==> src/rtl/drpc_pkg.sv <==
package drpc_pkg;

  localparam int unsigned TpsW = 10;
  localparam int unsigned SecW = 16;
  localparam logic [TpsW-1:0] TpsReset = 10'd100;

  localparam logic [7:0] CmdSet       = 8'h50;
  localparam logic [7:0] CmdPulseOne  = 8'h51;
  localparam logic [7:0] CmdPulseTwo  = 8'h52;
  localparam logic [7:0] CmdPulseBoth = 8'h53;
  localparam logic [7:0] CmdQuery     = 8'h60;

  localparam int unsigned RelayOneIdx = 0;
  localparam int unsigned RelayTwoIdx = 1;

  typedef struct packed {
    logic       command_valid;
    logic [7:0] command_code;
    logic [7:0] param_high;
    logic [7:0] param_low;
  } in_item_t;

  typedef struct packed {
    logic       relay_one_level;
    logic       relay_two_level;
    logic       reply_valid;
    logic [1:0] reply_status;
  } out_item_t;

  // decoded command of one beat
  typedef struct packed {
    logic set;
    logic pulse_one;
    logic pulse_two;
    logic query;
  } cmd_dec_t;

  // per-channel pulse request from the command decode
  typedef struct packed {
    logic            start;
    logic [SecW-1:0] length;
  } chan_req_t;

  // per-channel effect on the relay level
  typedef struct packed {
    logic drive_on;
    logic drive_off;
  } chan_act_t;

endpackage

==> src/rtl/drpc_cmd_dec.sv <==
module drpc_cmd_dec
  import drpc_pkg::*;
(
  input  in_item_t item,
  output cmd_dec_t dec
);

  always_comb begin
    dec = '0;
    if (item.command_valid) begin
      unique case (item.command_code)
        CmdSet: begin
          dec.set = 1'b1;
        end
        CmdPulseOne: begin
          dec.pulse_one = 1'b1;
        end
        CmdPulseTwo: begin
          dec.pulse_two = 1'b1;
        end
        CmdPulseBoth: begin
          dec.pulse_one = 1'b1;
          dec.pulse_two = 1'b1;
        end
        CmdQuery: begin
          dec.query = 1'b1;
        end
        default: begin
          dec = '0;
        end
      endcase
    end
  end

endmodule

==> src/rtl/drpc_pulse_chan.sv <==
module drpc_pulse_chan
  import drpc_pkg::*;
(
  input  logic            clk,
  input  logic            rst_n,
  input  logic            advance,
  input  chan_req_t       req,
  input  logic [TpsW-1:0] tps,
  output chan_act_t       act
);

  logic            busy_r, busy_nxt;
  logic            pend_r, pend_nxt;
  logic [TpsW-1:0] tick_r, tick_nxt;
  logic [SecW-1:0] sec_r, sec_nxt;
  logic [SecW-1:0] len_r, len_nxt;

  always_comb begin
    busy_nxt = busy_r;
    pend_nxt = pend_r | req.start;
    tick_nxt = tick_r;
    sec_nxt  = sec_r;
    len_nxt  = req.start ? req.length : len_r;
    act      = '0;
    if (!busy_r) begin
      if (pend_nxt) begin
        pend_nxt     = 1'b0;
        busy_nxt     = 1'b1;
        act.drive_on = 1'b1;
      end
    end else begin
      tick_nxt = tick_r + 1'b1;
      if (tick_nxt >= tps) begin
        tick_nxt = '0;
        sec_nxt  = sec_r + 1'b1;
      end
      // new length applies at once, so compare against the updated one
      if (sec_nxt >= len_nxt) begin
        tick_nxt      = '0;
        sec_nxt       = '0;
        busy_nxt      = 1'b0;
        act.drive_off = 1'b1;
      end
    end
  end

  always_ff @(posedge clk) begin
    if (!rst_n) begin
      busy_r <= 1'b0;
      pend_r <= 1'b0;
      tick_r <= '0;
      sec_r  <= '0;
      len_r  <= '0;
    end else if (advance) begin
      busy_r <= busy_nxt;
      pend_r <= pend_nxt;
      tick_r <= tick_nxt;
      sec_r  <= sec_nxt;
      len_r  <= len_nxt;
    end
  end

endmodule

==> src/rtl/dual_relay_pulse_controller_unit.sv <==
// dual relay pulse controller
// input channel in_valid / in_stall / in_data carries one task tick per beat,
// with an optional command (set, pulse one/two/both, status query).
// output channel out_valid / out_stall / out_data returns exactly one beat
// per input beat: both relay levels after that tick and the query reply.
// cfg_we / cfg_wdata write the ticks-per-second register; write it only
// while no tick is in flight.
// path: an accepted beat is held in the input register, then processed and
// captured in the output register once the output is empty or not stalled,
// from where its result is offered.
// throughput: one beat per cycle while out_stall is low; the tick is a single
// pass of decode, tick and second increment and compare per relay channel.
// stall: while the output beat waits, the input register still takes one
// beat; only when both are full does in_stall rise.
// reset (synchronous, rst_n low): relays off, status bits zero, pulses idle,
// no pending starts, counters zero, ticks per second back to 100.
module dual_relay_pulse_controller_unit
  import drpc_pkg::*;
(
  input  logic            clk,
  input  logic            rst_n,
  input  logic            in_valid,
  output logic            in_stall,
  input  in_item_t        in_data,
  output logic            out_valid,
  input  logic            out_stall,
  output out_item_t       out_data,
  input  logic            cfg_we,
  input  logic [TpsW-1:0] cfg_wdata
);

  logic            in_valid_r;
  in_item_t        in_data_r;
  logic            out_valid_r;
  out_item_t       out_data_r, out_data_nxt;
  logic [TpsW-1:0] tps_r;
  logic [1:0]      relay_r, relay_nxt;
  logic [1:0]      status_r, status_nxt;
  logic            advance;
  cmd_dec_t        dec;
  chan_req_t       req_one, req_two;
  chan_act_t       act_one, act_two;

  assign advance  = in_valid_r && (!out_valid_r || !out_stall);
  assign in_stall = in_valid_r && !advance;

  drpc_cmd_dec u_dec (
    .item (in_data_r),
    .dec  (dec)
  );

  assign req_one.start  = dec.pulse_one;
  assign req_one.length = {in_data_r.param_high, in_data_r.param_low};
  assign req_two.start  = dec.pulse_two;
  assign req_two.length = {in_data_r.param_high, in_data_r.param_low};

  drpc_pulse_chan u_chan_one (
    .clk     (clk),
    .rst_n   (rst_n),
    .advance (advance),
    .req     (req_one),
    .tps     (tps_r),
    .act     (act_one)
  );

  drpc_pulse_chan u_chan_two (
    .clk     (clk),
    .rst_n   (rst_n),
    .advance (advance),
    .req     (req_two),
    .tps     (tps_r),
    .act     (act_two)
  );

  // command first, then relay one pulse, then relay two pulse
  always_comb begin
    status_nxt = status_r;
    relay_nxt  = relay_r;
    if (dec.set) begin
      status_nxt = in_data_r.param_high[1:0];
      relay_nxt  = in_data_r.param_high[1:0];
    end
    if (act_one.drive_on)  relay_nxt[RelayOneIdx] = 1'b1;
    if (act_one.drive_off) relay_nxt[RelayOneIdx] = 1'b0;
    if (act_two.drive_on)  relay_nxt[RelayTwoIdx] = 1'b1;
    if (act_two.drive_off) relay_nxt[RelayTwoIdx] = 1'b0;

    out_data_nxt.relay_one_level = relay_nxt[RelayOneIdx];
    out_data_nxt.relay_two_level = relay_nxt[RelayTwoIdx];
    out_data_nxt.reply_valid     = dec.query;
    out_data_nxt.reply_status    = dec.query ? status_r : 2'b00;
  end

  always_ff @(posedge clk) begin
    if (!rst_n) begin
      in_valid_r  <= 1'b0;
      out_valid_r <= 1'b0;
      tps_r       <= TpsReset;
      relay_r     <= 2'b00;
      status_r    <= 2'b00;
    end else begin
      if (cfg_we) begin
        tps_r <= cfg_wdata;
      end
      if (!in_stall) begin
        in_valid_r <= in_valid;
      end
      if (advance) begin
        out_valid_r <= 1'b1;
        relay_r     <= relay_nxt;
        status_r    <= status_nxt;
      end else if (!out_stall) begin
        out_valid_r <= 1'b0;
      end
    end
  end

  always_ff @(posedge clk) begin
    if (!in_stall && in_valid) begin
      in_data_r <= in_data;
    end
    if (advance) begin
      out_data_r <= out_data_nxt;
    end
  end

  assign out_valid = out_valid_r;
  assign out_data  = out_data_r;

  a_reply_clean: assert property (@(posedge clk) disable iff (!rst_n)
    out_valid_r && !out_data_r.reply_valid |-> out_data_r.reply_status == 2'b00)
    else $error("reply status set without a reply");

  a_advance_fills: assert property (@(posedge clk) disable iff (!rst_n)
    advance |=> out_valid_r)
    else $error("processed beat did not reach the output register");

  a_held_beat: assert property (@(posedge clk) disable iff (!rst_n)
    in_valid_r && !advance |=> in_valid_r && $stable(in_data_r))
    else $error("held input beat lost or changed");

  a_levels_match: assert property (@(posedge clk) disable iff (!rst_n)
    advance |=> out_data_r.relay_one_level == relay_r[RelayOneIdx]
             && out_data_r.relay_two_level == relay_r[RelayTwoIdx])
    else $error("output levels differ from relay state");

endmodule
==> config.mk <==
export PLATFORM = sky130hd
export DESIGN_NAME = dual_relay_pulse_controller_unit
export DESIGN_NICKNAME = d
export VERILOG_FILES = /design/src/rtl/drpc_pkg.sv /design/src/rtl/drpc_cmd_dec.sv /design/src/rtl/drpc_pulse_chan.sv /design/src/rtl/dual_relay_pulse_controller_unit.sv
export SDC_FILE = /design/constraint.sdc
export NUM_CORES = 1
export LEC_CHECK = 0
export ABC_AREA = 1
export BUFFER_PORTS_ARGS = -buffer_cell sky130_fd_sc_hd__buf_2
export CAP_MARGIN = 25
export CORE_UTILIZATION = 35
export CTS_BUF_LIST = sky130_fd_sc_hd__clkbuf_8
export CTS_CLUSTER_DIAMETER = 200
export DETAILED_ROUTE_END_ITERATION = 12
export PLACE_DENSITY = 0.55
export SLEW_MARGIN = 5
export SYNTH_ARGS = -nofsm -noshare
export SYNTH_HDL_FRONTEND = slang
export SYNTH_SLANG_ARGS = --single-unit
==> constraint.sdc <==
create_clock -name clk -period 8.2 [get_ports clk]
set_clock_uncertainty 0.15 [all_clocks]
set_input_delay 0.41 -clock clk [delete_from_list [all_inputs] [get_ports clk]]
set_output_delay 0.41 -clock clk [all_outputs]
set_load 0.02 [all_outputs]
### After elaboration in Yosys (flattened, before gate mapping)

Cells that the tools add are included.
W data, S select, Z words.

* output and inout port bits: 7
* logic and storage cells: 90
* input bits: 40
* bits in registers: 134

* reductions and logical operators: 13
* add/sub/neg operators: 4
* bitwise gates (word level): 2
* muxes and demuxes: 38
* magnitude comparators: 4
* equality and inequality tests: 6

Operators by type and width (number)
* $mux W16: 8
* $eq A8 B7 Y1 const B: 5
* $mux W10: 4
* $add A16 B1 Y16 const B: 2
* $ge A16 B16 Y1: 2
* $mux W1: 24
* $add A10 B1 Y10 const B: 2
* $ge A10 B10 Y1: 2
* $reduce_and A2 Y1: 3
* $logic_not A1 Y1: 4
* $mux W4: 1
* $reduce_or A2 Y1: 2
* $logic_and A1 B1 Y1: 3
* $mux W2: 1
* $ne A2 B1 Y1 const B: 1
* $or A1 B1 Y1: 2
* $logic_or A1 B1 Y1: 1

### Longest topological paths before layout

Gate-level depths: netlist of run 1.

* depth in word-level cells: 9
* mapped depth: 29
* mapped depth without buffers: 27

### Modules after synthesis

A second synthesis of run 1 with hierarchy kept.

* cell total of the unflattened synthesis: 1151
* area total of the unflattened synthesis: 8315.5 um2

By module, submodules not included
* drpc_pulse_chan: area each 3338.2 um2, seq. area each 880.8 um2, cells an instance 504, times used 2
* dual_relay_pulse_controller_unit: area each 1560.2 um2, seq. area each 1221.2 um2, cells an instance 126, times used 1
* drpc_cmd_dec: area each 78.8 um2, seq. area each 0.0 um2, cells an instance 17, times used 1

### Worst setup path after synthesis of run 1

OpenSTA, ideal clock, no wires.

* kind: reg2reg
* start: register u_chan_two.tick_r[0]
* end: register u_chan_two.sec_r[11]
* stages on the path, launching flop included: 24
* data required time: 7980 ps
* setup time: 70 ps
* data arrival time: 3289 ps
* slack: 4691 ps
* path buffers: 2
* period minus slack after synthesis: 3509 ps
* cells stage by stage: dfxtp_1 ha_1 nand2_1 nor2_1 xor2_1 inv_1 ha_1 nand2_1 nor2_1 nand3_4 nand3_4 buf_6 nand3_1 nand2_1 inv_1 ha_1 a21oi_1 o21ai_1 nor2_1 nand2_1 nor2_4 buf_6 nand2_1 a21oi_1

* longest elaborated chain between the ends: 6

RTL lines
* start: declaration: line drpc_pulse_chan.sv:14 `logic [TpsW-1:0] tick_r, tick_nxt;`
* start signal: assignment: line drpc_pulse_chan.sv:57 `tick_r <= tick_nxt;`
* $add A10 B1 Y10 (*): line drpc_pulse_chan.sv:32 `tick_nxt = tick_r + 1'b1;`
* $ge A10 B10 Y1 (*): line drpc_pulse_chan.sv:33 `if (tick_nxt >= tps) begin`
* $mux W16 (*): line drpc_pulse_chan.sv:33
* $mux W16 (*): line drpc_pulse_chan.sv:25 `if (!busy_r) begin`
* $ge A16 B16 Y1: line drpc_pulse_chan.sv:38 `if (sec_nxt >= len_nxt) begin`
* $mux W16 (*): line drpc_pulse_chan.sv:38
* end signal: assignment: line drpc_pulse_chan.sv:58 `sec_r <= sec_nxt;`
* end: declaration: line drpc_pulse_chan.sv:15 `logic [SecW-1:0] sec_r, sec_nxt;`

Every way passes the cells marked *; elsewhere a longest branch is shown, timed or not. The select of a mux whose other input is x is not followed.
A chain may end at the register's enable or synchronous reset.

### Worst setup path after layout of run 1

* start: register u_chan_two.tick_r[0]
* end: register u_chan_two.sec_r[4]

The elaborated chain is that of the path after synthesis.

==> impl_metrics.env, run 1 <==
export IMPL_status="finished clean"
export IMPL_crit_path_start_kind="flop"
export IMPL_place_congestion=0.844
export IMPL_numCtsBuffers=17
export IMPL_die_area_um2=25500
export IMPL_ys_seq_area_share_pct=34.3
export IMPL_period_minus_slack_ps=5230
export IMPL_min_period_over_period_pct=63.8
export IMPL_yosys_most_used_dff="dfxtp_1"
export IMPL_ir_worst_vdd_uv=93.4
export IMPL_avgSynthCellArea_um2=6.74
export IMPL_die_w_um=160
export IMPL_fp_coreArea_um2=24300
export IMPL_crit_path_cell_trace="ha_1 -> nand2_1 -> nor2_1 -> xor2_1 -> inv_1 -> ha_1 -> nand2_1 -> nor2_1 -> nand3_4 -> nand3_4 -> nand3_1 -> nand2_1 -> inv_1 -> ha_1 -> a21oi_1 -> o21ai_1 -> nor2_1 -> nand2_1 -> nor2_4 -> nand2_1 -> a21oi_2"
export IMPL_synthToLayoutAreaGrowth_pct=12.5
export IMPL_sequentialPowerShare_pct=48.9
export IMPL_synth_edf_count=30
export IMPL_power_density_nw_per_um2=148
export IMPL_clk_latency_ps=470
export IMPL_synth_top_area_share_pct=23.9
export IMPL_total_power_mw=1.45
export IMPL_cts_hold_buf=26
export IMPL_synth_top_cell_by_area="dfxtp_1"
export IMPL_numClockSinks=134
export IMPL_synth_area_leaders="dfxtp_1, nand2_1, edfxtp_1"
export IMPL_cpMaxStageDelayCell="nor2_1"
export IMPL_hp_class="in2reg"
export IMPL_syn_num_nets=1387
export IMPL_vias_per_cell=4.67
export IMPL_synth_xor_area_share_pct=2.21
export IMPL_synthMostInstantiatedCell="nand2_1"
export IMPL_critPathKind="reg2reg"
export IMPL_synth_cells=1291
export IMPL_cpMostUsedCell="nand2_1"
export IMPL_arrival_ps=5490
export IMPL_synth_warnings=0
export IMPL_cap_violations=0
export IMPL_detail_route_iter0_violations=514
export IMPL_grt_pass1_vias=7237
export IMPL_antenna_found_initial=0
export IMPL_tightest_slew_ps=1030
export IMPL_end_kind="flop"
export IMPL_antenna_left=0
export IMPL_synth_simple_area_share_pct=28.9
export IMPL_rows=57
export IMPL_drc=0
export IMPL_slew_violations=0
export IMPL_ff2ff_path_depth=21
export IMPL_path_clk_slew_ps=100
export IMPL_grt_pass1_wl_um=36400
export IMPL_synthTopCellsByCount="nand2_1, inv_1, a21oi_1"
export IMPL_synth_mux_area_share_pct=0
export IMPL_clkPwrFrac_pct=40.1
export IMPL_whs_ps=31.1
export IMPL_switching_share_pct=29.9
export IMPL_cp_slowest_stage_delay_ps=790
export IMPL_totalNegativeSetupSlack_ps=0
export IMPL_crit_required_ps=8460
export IMPL_dp_hpwl_um=15700
export IMPL_htree_num_levels=4
export IMPL_finalSetupViolations=0
export IMPL_grt_setup_unrepaired="false"
export IMPL_power_leakage_nw=4.70
export IMPL_cts_tree="built"
export IMPL_holdPathStages=3
export IMPL_start_util_pct=35.8
export IMPL_grt_max_degree=69
export IMPL_post_cts_setup_buffer_count=0
export IMPL_drive_above_1_share_pct=9.56
export IMPL_cts_resized=0
export IMPL_yosys_register_bits=134
export IMPL_die_h_um=160
export IMPL_cell_internal_pwr_mw=1.02
export IMPL_synth_top_family_by_area="simple AND/OR/NAND/NOR gates"
export IMPL_portBuffers=46
export IMPL_synthAdderAreaFrac_pct=8.05
export IMPL_cp_top_family="simple AND/OR/NAND/NOR gates"
export IMPL_wl_per_cell_um=13.2
export IMPL_fin_nets=1433
export IMPL_cp_max_fo=26
export IMPL_syn_area_um2=8700
export IMPL_fin_util_pct=40.3
export IMPL_p_sw_mw=0.435
export IMPL_cts_root_buffer="clkbuf_8"
export IMPL_max_freq_ghz=0.191
export IMPL_cts_buffer_depth=2
export IMPL_finalHoldViolations=0
export IMPL_num_io_pins=47
export IMPL_grt_overflow_total=0
export IMPL_routed_wirelength_um=22000
export IMPL_ys_types=31
export IMPL_synth_compound_gate_area_share_pct=12.7
export IMPL_slew_headroom_pct=31.3
export IMPL_drtPass1Iterations=5
export IMPL_pwr_share_comb_pct=11.0
export IMPL_worst_path_buf_inv=2
export IMPL_grt_util_all_layers_pct=17.9
export IMPL_via_count=7819
export IMPL_crit_cells=21
export IMPL_async_reset_ff_share_pct=0
export IMPL_diodes=0
==> power groups by stage <==
stage | clock network [mW] | registers, mW | logic, mW
global route | 0.628 | 0.713 | 0.185
global placement | 0 | 0.726 | 0.148
floorplan | 0 | 0.723 | 0.110
finish | 0.582 | 0.710 | 0.160
detailed placement | 0 | 0.726 | 0.152
CTS | 0.603 | 0.711 | 0.162
==> final timing paths <==
path / start / end / slack [ps]
max: u_chan_two.tick_r[0]$_SDFFE_PN0P_ / u_chan_two.sec_r[4]$_SDFFE_PN0P_ / 2970
min: cfg_wdata[2] / tps_r[2]$_SDFFE_PN1P_ / 30
max reg2reg: u_chan_two.tick_r[0]$_SDFFE_PN0P_ / u_chan_two.sec_r[4]$_SDFFE_PN0P_ / 2970
min reg2reg: status_r[1]$_SDFFE_PN0P_ / status_r[1]$_SDFFE_PN0P_ / 310
==> registers in the layout, indices dropped and copies added (netlist names), 5 cells and up <==
register and flops:
u_chan_two.len_r 16, tps_r 10, in_data_r 25, u_chan_one.len_r 16, out_data 5, u_chan_two.tick_r 10
u_chan_one.sec_r 16, u_chan_two.sec_r 16, u_chan_one.tick_r 10
==> cell type report <==
class                      count  area [um^2]
timing repair buffer          74          526
multi-input combinational    855         4510
clock inverter                15          178
fill                        2537        14500
tap                          324          405
inverter                     255          960
clock buffer                  17          234
sequential                   134         2980
==> through the flow <==
stage               std cells  cell area [um^2]  setup slack (ps)
floorplan                1291              8700              4690
global placement         1615              9090              3080
detailed placement       1616              9120              3040
CTS                      1674              9790              3000
global route             1674              9790              2540
finish                   1674              9790              2970
==> placed cells by master (no fill, tap or decap), drive strengths merged <==
cell type	instances
nand4	63
o21bai	1
o21ai	55
a21o	2
dfxtp	104
a21oi	114
edfxtp	30
o21a	30
xor2	19
nand3	38
bufinv	1
dlygate4sd3	26
nor2	112
nor3	7
xnor2	3
ha	56
inv	265
buf	48
clkbuf	17
clkinv	2
nand2	355
clkinvlp	2
==> kinds of logic after synthesis <==
| family | count (synthesis) |
|---|---|
| adders and majority gates | 56 |
| and+or+nand+nor | 575 |
| DFF | 134 |
| xor gates and xnor gates | 22 |
| buffers and inverters | 302 |
| AOI/OAI and AO/OA | 202 |
==> layer usage <==
metal / up-vias / track usage, % / wire length, um
met5: - / 0 / 0
met4: 0 / 6.16 / 361
met3: 18 / 3.14 / 668
met2: 124 / 28.5 / 9870
met1: 3497 / 24.3 / 11100
li1: 4180 / - / -
==> worst min-delay path: cells and delay by family <==
family          cells  cell delay, ps
compound gates      2             110
buf+inv             1              80
Note: power is estimated with default switching activity, not from simulation.
==> run 2: changes to the inputs <==
--- a/config.mk
+++ b/config.mk
@@ -5,14 +5,14 @@
 export SDC_FILE = /design/constraint.sdc
 export NUM_CORES = 1
 export LEC_CHECK = 0
-export ABC_AREA = 1
+export ABC_AREA = 0
 export BUFFER_PORTS_ARGS = -buffer_cell sky130_fd_sc_hd__buf_2
 export CAP_MARGIN = 25
 export CORE_UTILIZATION = 35
 export CTS_BUF_LIST = sky130_fd_sc_hd__clkbuf_8
 export CTS_CLUSTER_DIAMETER = 200
 export DETAILED_ROUTE_END_ITERATION = 12
-export PLACE_DENSITY = 0.55
+export PLACE_DENSITY = 0.57
 export SLEW_MARGIN = 5
 export SYNTH_ARGS = -nofsm -noshare
 export SYNTH_HDL_FRONTEND = slang
==> constraint.sdc (replaced) <==
create_clock -name clk -period 4.7 [get_ports clk]
set_clock_uncertainty 0.15 [all_clocks]
set_input_delay 0.235 -clock clk [delete_from_list [all_inputs] [get_ports clk]]
set_output_delay 0.235 -clock clk [all_outputs]
set_load 0.02 [all_outputs]
==> run 2 against run 1 <==
  * Non-clock buffer count increased by 82
  * Sequential cell count unchanged
  * Die area down 13%
  * Hold slack got worse by 0.74 ps
==> impl_metrics.env, run 2 <==
export IMPL_fin_util_pct=46.2
export IMPL_numCtsBuffers=17
export IMPL_synth_cells=860
export IMPL_place_congestion=0.820
export IMPL_antenna_left=0
export IMPL_power_leakage_nw=3.80
export IMPL_critPathKind="reg2reg"
export IMPL_numClockSinks=134
export IMPL_portBuffers=46
export IMPL_synthTopCellsByCount="nand2_1, dfxtp_1, a21oi_1"
export IMPL_synth_warnings=0
export IMPL_wl_per_cell_um=15.7
export IMPL_totalNegativeSetupSlack_ps=0
export IMPL_async_reset_ff_share_pct=0
export IMPL_tightest_slew_ps=1010
export IMPL_dpl_cell_area_um2=8340
export IMPL_routed_wirelength_um=20100
export IMPL_final_common_cell="nand2_1"
export IMPL_htree_num_levels=4
export IMPL_grt_pass1_wl_um=31900
export IMPL_cp_max_fo=6
export IMPL_max_freq_ghz=0.221
export IMPL_synthMostInstantiatedCell="nand2_1"
export IMPL_path_clk_slew_ps=100
export IMPL_drc=0
export IMPL_syn_num_nets=956
export IMPL_finalHoldViolations=0
export IMPL_finalSetupViolations=0
export IMPL_fin_ws_ps=168
export IMPL_mostFrequentLayoutCells="nand2_1, dfxtp_1, a21oi_1, buf_4, ha_1"
export IMPL_die_w_um=149
export IMPL_clk_latency_ps=460
export IMPL_max_flop_register="in_data_r"
export IMPL_power_density_nw_per_um2=249
export IMPL_fp_coreArea_um2=21100
export IMPL_total_power_mw=2.42
export IMPL_num_io_pins=47
export IMPL_cts_root_buffer="clkbuf_8"
export IMPL_start_util_pct=35.9
export IMPL_ir_worst_vdd_uv=161
export IMPL_synth_top_cell_by_area="dfxtp_1"
export IMPL_cts_tree="built"
export IMPL_drtPass1Iterations=6
export IMPL_stdcell_count=1281
export IMPL_status="finished clean"
export IMPL_whs_ps=30.4
export IMPL_cap_violations=0
export IMPL_grt_max_degree=51
export IMPL_yosys_most_used_dff="dfxtp_1"
export IMPL_via_count=6700
export IMPL_crit_required_ps=4940
export IMPL_crit_path_start_kind="flop"
export IMPL_grt_pass1_vias=6267
export IMPL_die_h_um=149
export IMPL_grt_overflow_total=0
export IMPL_dp_hpwl_um=13600
export IMPL_place_ws_ps=-200
export IMPL_arrival_ps=4770
export IMPL_yosys_register_bits=134
export IMPL_die_area_um2=22200
export IMPL_cts_buffer_depth=2
export IMPL_period_minus_slack_ps=4530
export IMPL_slew_violations=0
export IMPL_fin_nets=1089
export IMPL_place_inst=1190
export IMPL_rows=53
export IMPL_ys_types=69
export IMPL_min_period_over_period_pct=96.4
export IMPL_end_kind="flop"
export IMPL_avgSynthCellArea_um2=8.80
export IMPL_vias_per_cell=5.23
export IMPL_postLayoutCellArea_um2=9740
export IMPL_largest_reg_flops=25
export IMPL_syn_area_um2=7570
export IMPL_antenna_found_initial=0
export IMPL_detail_route_iter0_violations=483
export IMPL_drive_above_1_share_pct=24.0
export IMPL_hp_class="in2reg"
export IMPL_synth_edf_count=30
export IMPL_diodes=0
export IMPL_ys_seq_area_share_pct=39.4
export IMPL_grt_util_all_layers_pct=18.4
export IMPL_synth_area_leaders="dfxtp_1, edfxtp_1, ha_1"
export IMPL_synthToLayoutAreaGrowth_pct=28.7
export IMPL_slew_headroom_pct=32.6
export IMPL_synth_top_area_share_pct=27.5
==> run 2: changes by cell type after synthesis, moves of 27 or more <==
cell,change
inv_1,-217
mux2i_1,+39
nand2_1,-201
nand4_1,-49
nor2_1,-54
o21a_1,-27
o21ai_1,-33
==> run 2: power by group <==
part | switching, mW | leakage, nW | internal [mW]
combinational | 0.0724 | 2.44 | 0.0606
sequential | 0.0194 | 1.14 | 1.20
clock | 0.567 | 0.217 | 0.505
total | 0.659 | 3.80 | 1.76
==> run 2: timing repair <==
action,CTS,global route
hold buffers,37,0
buffers inserted,0,20
gates cloned,0,1
endpoints found under the setup margin,27,57
resized for setup,10,82
hold endpoints to repair,37,0
pin swaps,0,47
==> run 2: kinds of logic after synthesis <==
kind of cell,count (synthesis),share of synthesized area [%]
and+or+nand+nor,339,21.7
AOI/OAI and AO/OA,184,15.3
DFF,134,39.4
buffers and inverters,60,3.52
adders and majority gates,56,9.26
xor gates and xnor gates,46,5.32
muxes,41,5.46
==> run 2: area by class of cell <==
class | instances | area, um^2
multi-input cells | 667 | 4690
clock inverters | 15 | 203
inverters | 17 | 63.8
repair buffers | 156 | 1200
fillers | 2021 | 11400
flip-flops and latches | 134 | 3000
well taps | 275 | 344
clock buffers | 17 | 234
==> run 2: critical path, stage by stage (launching register included) <==
cell	delay, ps
dfxtp_4	360
nand3_1	80
nor2_2	140
and3_4	210
nand3_2	90
xnor2_2	160
ha_1	360
nand4_1	170
a211oi_2	330
a2111oi_4	70
buf_6	150
nand2_8	90
mux2_2	340
ha_1	270
a2111o_1	380
a21oi_2	200
o21ai_4	110
buf_4	160
or4_1	490
a21oi_1	140
==> run 2: path summary, 6_finish.rpt <==
path | slack [ps] | cells after the start | to | from
max | 170 | 19 | u_chan_two.sec_r[12]$_SDFFE_PN0P_ | u_chan_two.tick_r[3]$_SDFFE_PN0P_
min | 30 | 3 | tps_r[2]$_SDFFE_PN1P_ | cfg_we
max reg2reg | 170 | 19 | u_chan_two.sec_r[12]$_SDFFE_PN0P_ | u_chan_two.tick_r[3]$_SDFFE_PN0P_
min reg2reg | 310 | 2 | u_chan_two.len_r[8]$_SDFFE_PN0P_ | u_chan_two.len_r[8]$_SDFFE_PN0P_
==> run 2: per-layer routing <==
metal / GRT usage, % / vias to the layer above / wire [um]
met5: 0 / - / 0
met1: 24.1 / 3184 / 9350
li1: - / 3378 / -
met3: 3.61 / 21 / 553
met4: 5.92 / 0 / 323
met2: 30.2 / 117 / 9890
==> run 3: changes to the inputs <==
--- a/config.mk
+++ b/config.mk
@@ -13,7 +13,7 @@
 export CTS_CLUSTER_DIAMETER = 200
 export DETAILED_ROUTE_END_ITERATION = 12
 export PLACE_DENSITY = 0.57
-export SLEW_MARGIN = 5
+export SLEW_MARGIN = 20
 export SYNTH_ARGS = -nofsm -noshare
 export SYNTH_HDL_FRONTEND = slang
 export SYNTH_SLANG_ARGS = --single-unit
==> constraint.sdc (replaced) <==
create_clock -name clk -period 4.7 [get_ports clk]
set_clock_uncertainty 0.15 [all_clocks]
set_input_delay 0.235 -clock clk [delete_from_list [all_inputs] [get_ports clk]]
set_output_delay 0.235 -clock clk [all_outputs]
set_load 0.05 [all_outputs]
==> run 3 against run 2 <==
  * Largest cell class unchanged
  * Core utilization barely moved
  * Fmax hardly changed
  * Total power barely moved
  * Largest power group unchanged
==> impl_metrics.env, run 3 (synthesis results as in run 2) <==
export IMPL_hp_start="cfg_we"
export IMPL_hp_class="in2reg"
export IMPL_cp_max_fo=6
export IMPL_grt_pass1_vias=6267
export IMPL_final_common_cell="nand2_1"
export IMPL_period_minus_slack_ps=4530
export IMPL_dpl_cell_area_um2=8340
export IMPL_stdcell_count=1283
export IMPL_max_freq_ghz=0.221
export IMPL_fin_nets=1091
export IMPL_totalNegativeSetupSlack_ps=0
export IMPL_wl_per_cell_um=15.7
export IMPL_synthToLayoutAreaGrowth_pct=28.7
export IMPL_slew_headroom_pct=33.9
export IMPL_place_inst=1190
export IMPL_drc=0
export IMPL_power_leakage_nw=3.80
export IMPL_diodes=0
export IMPL_cell_internal_pwr_mw=1.76
export IMPL_die_area_um2=22200
export IMPL_slew_violations=0
export IMPL_ir_worst_vdd_uv=160
export IMPL_die_w_um=149
export IMPL_fin_ws_ps=168
export IMPL_grt_util_all_layers_pct=18.4
export IMPL_antenna_left=0
export IMPL_status="finished clean"
export IMPL_clkPwrFrac_pct=44.1
export IMPL_numClockSinks=134
export IMPL_whs_ps=30.5
export IMPL_via_count=6743
export IMPL_p_sw_mw=0.659
export IMPL_cts_tree="built"
export IMPL_postLayoutCellArea_um2=9740
export IMPL_tightest_slew_ps=989
export IMPL_finalHoldViolations=0
export IMPL_cts_root_buffer="clkbuf_8"
export IMPL_crit_start="u_chan_two.tick_r[3]$_SDFFE_PN0P_"
export IMPL_grt_max_degree=51
export IMPL_rows=53
export IMPL_path_clk_slew_ps=100
export IMPL_die_h_um=149
export IMPL_htree_num_levels=4
export IMPL_reg2reg_from="u_chan_two.tick_r[3]$_SDFFE_PN0P_"
export IMPL_grt_pass1_wl_um=31900
export IMPL_arrival_ps=4770
export IMPL_start_util_pct=35.9
export IMPL_detail_route_iter0_violations=429
export IMPL_dp_hpwl_um=13600
export IMPL_nFillCells=2020
export IMPL_antenna_found_initial=0
export IMPL_fp_coreArea_um2=21100
export IMPL_numCtsBuffers=17
export IMPL_switching_share_pct=27.2
export IMPL_crit_required_ps=4940
export IMPL_max_flop_register="in_data_r"
export IMPL_power_density_nw_per_um2=249
export IMPL_portBuffers=46
export IMPL_clk_latency_ps=460
export IMPL_crit_path_start_kind="flop"
export IMPL_largest_reg_flops=25
export IMPL_place_ws_ps=-200
export IMPL_routed_wirelength_um=20200
export IMPL_cts_buffer_depth=2
export IMPL_critPathKind="reg2reg"
export IMPL_end_kind="flop"
export IMPL_place_congestion=0.820
export IMPL_layout_area_seq_um2=3000
export IMPL_mostFrequentLayoutCells="nand2_1, dfxtp_1, a21oi_1, buf_4, ha_1"
export IMPL_sequentialPowerShare_pct=50.2
export IMPL_multiInputGateArea_um2=4690
export IMPL_pwr_share_comb_pct=5.7
export IMPL_vias_per_cell=5.26
export IMPL_num_io_pins=47
export IMPL_drtPass1Iterations=5
export IMPL_grt_overflow_total=0
export IMPL_drive_above_1_share_pct=24.1
export IMPL_cap_violations=0
export IMPL_finalSetupViolations=0
export IMPL_min_period_over_period_pct=96.4
[run 3: changes by cell type in the layout (fill, tap and decap cells not counted)]
| cell | change |
|---|---|
| buf_4 | +2 |
| o21ai_0 | -1 |
| nand2_2 | +1 |
| dfxtp_1 | +1 |
| nand2_1 | -1 |
| buf_16 | -1 |
| o21ai_1 | +1 |
| buf_8 | +1 |
| dfxtp_2 | -1 |
[run 3: what timing repair did]
action | CTS | global route
gates cloned | 0 | 1
pin swaps | 0 | 49
hold buffers | 37 | 0
endpoints found under the hold margin | 37 | 0
setup buffers | 0 | 22
setup endpoints to repair | 27 | 57
gates resized for setup | 10 | 83
[run 3: worst paths after layout]
path | end | cells past startpoint | slack [ps]
worst max register to register | u_chan_two.sec_r[12]$_SDFFE_PN0P_ | 19 | 170
worst max-delay path | u_chan_two.sec_r[12]$_SDFFE_PN0P_ | 19 | 170
worst min-delay path | tps_r[2]$_SDFFE_PN1P_ | 3 | 30
worst min register to register | u_chan_one.len_r[12]$_SDFFE_PN0P_ | 2 | 310
[run 3: area by class of cell]
cell class | instances | area share, %
multi-input combinational | 667 | 48.2
sequential | 134 | 30.8
timing repair buffer | 158 | 12.4
tap | 275 | 3.53
clock buffer | 17 | 2.40
clock inverter | 15 | 2.08
inverter | 17 | 0.655
[run 3: power by group through the flow]
| stage | combinational (mW) | sequential [mW] | clock, mW |
|---|---|---|---|
| 2_1_floorplan | 0.0591 | 1.24 | 0 |
| 3_3_place_gp | 0.107 | 1.24 | 0 |
| 3_5_place_dp | 0.108 | 1.24 | 0 |
| 4_1_cts | 0.132 | 1.22 | 1.09 |
| 5_1_grt | 0.150 | 1.22 | 1.15 |
| 6_report | 0.137 | 1.22 | 1.07 |
[run 3: metal layers]
layer  track usage [%]  part of all wire [%]  vias up
met5                 0                     0        -
met4              5.92                   1.4        0
met3              3.61                   3.3       19
met2              30.2                    49      134
met1              24.1                    46     3208
li1                  -                     -     3382
[run 3: critical path, stage by stage, from the launching register on]
cell       delay (ps)
dfxtp_4           360
nand3_1            80
nor2_2            140
and3_4            210
nand3_2            90
xnor2_2           160
ha_1              360
nand4_1           170
a211oi_2          330
a2111oi_4          70
buf_6             150
nand2_8            90
mux2_2            340
ha_1              270
a2111o_1          380
a21oi_2           200
o21ai_4           110
buf_4             160
or4_1             490
a21oi_1           140
[run 3: metrics by stage]
stage	util, %	total power [mW]
after floorplan	-	1.30
after global placement	39.5	1.35
after detailed placement	39.5	1.35
after CTS	43.5	2.44
after global routing	46.2	2.52
final	46.2	2.42
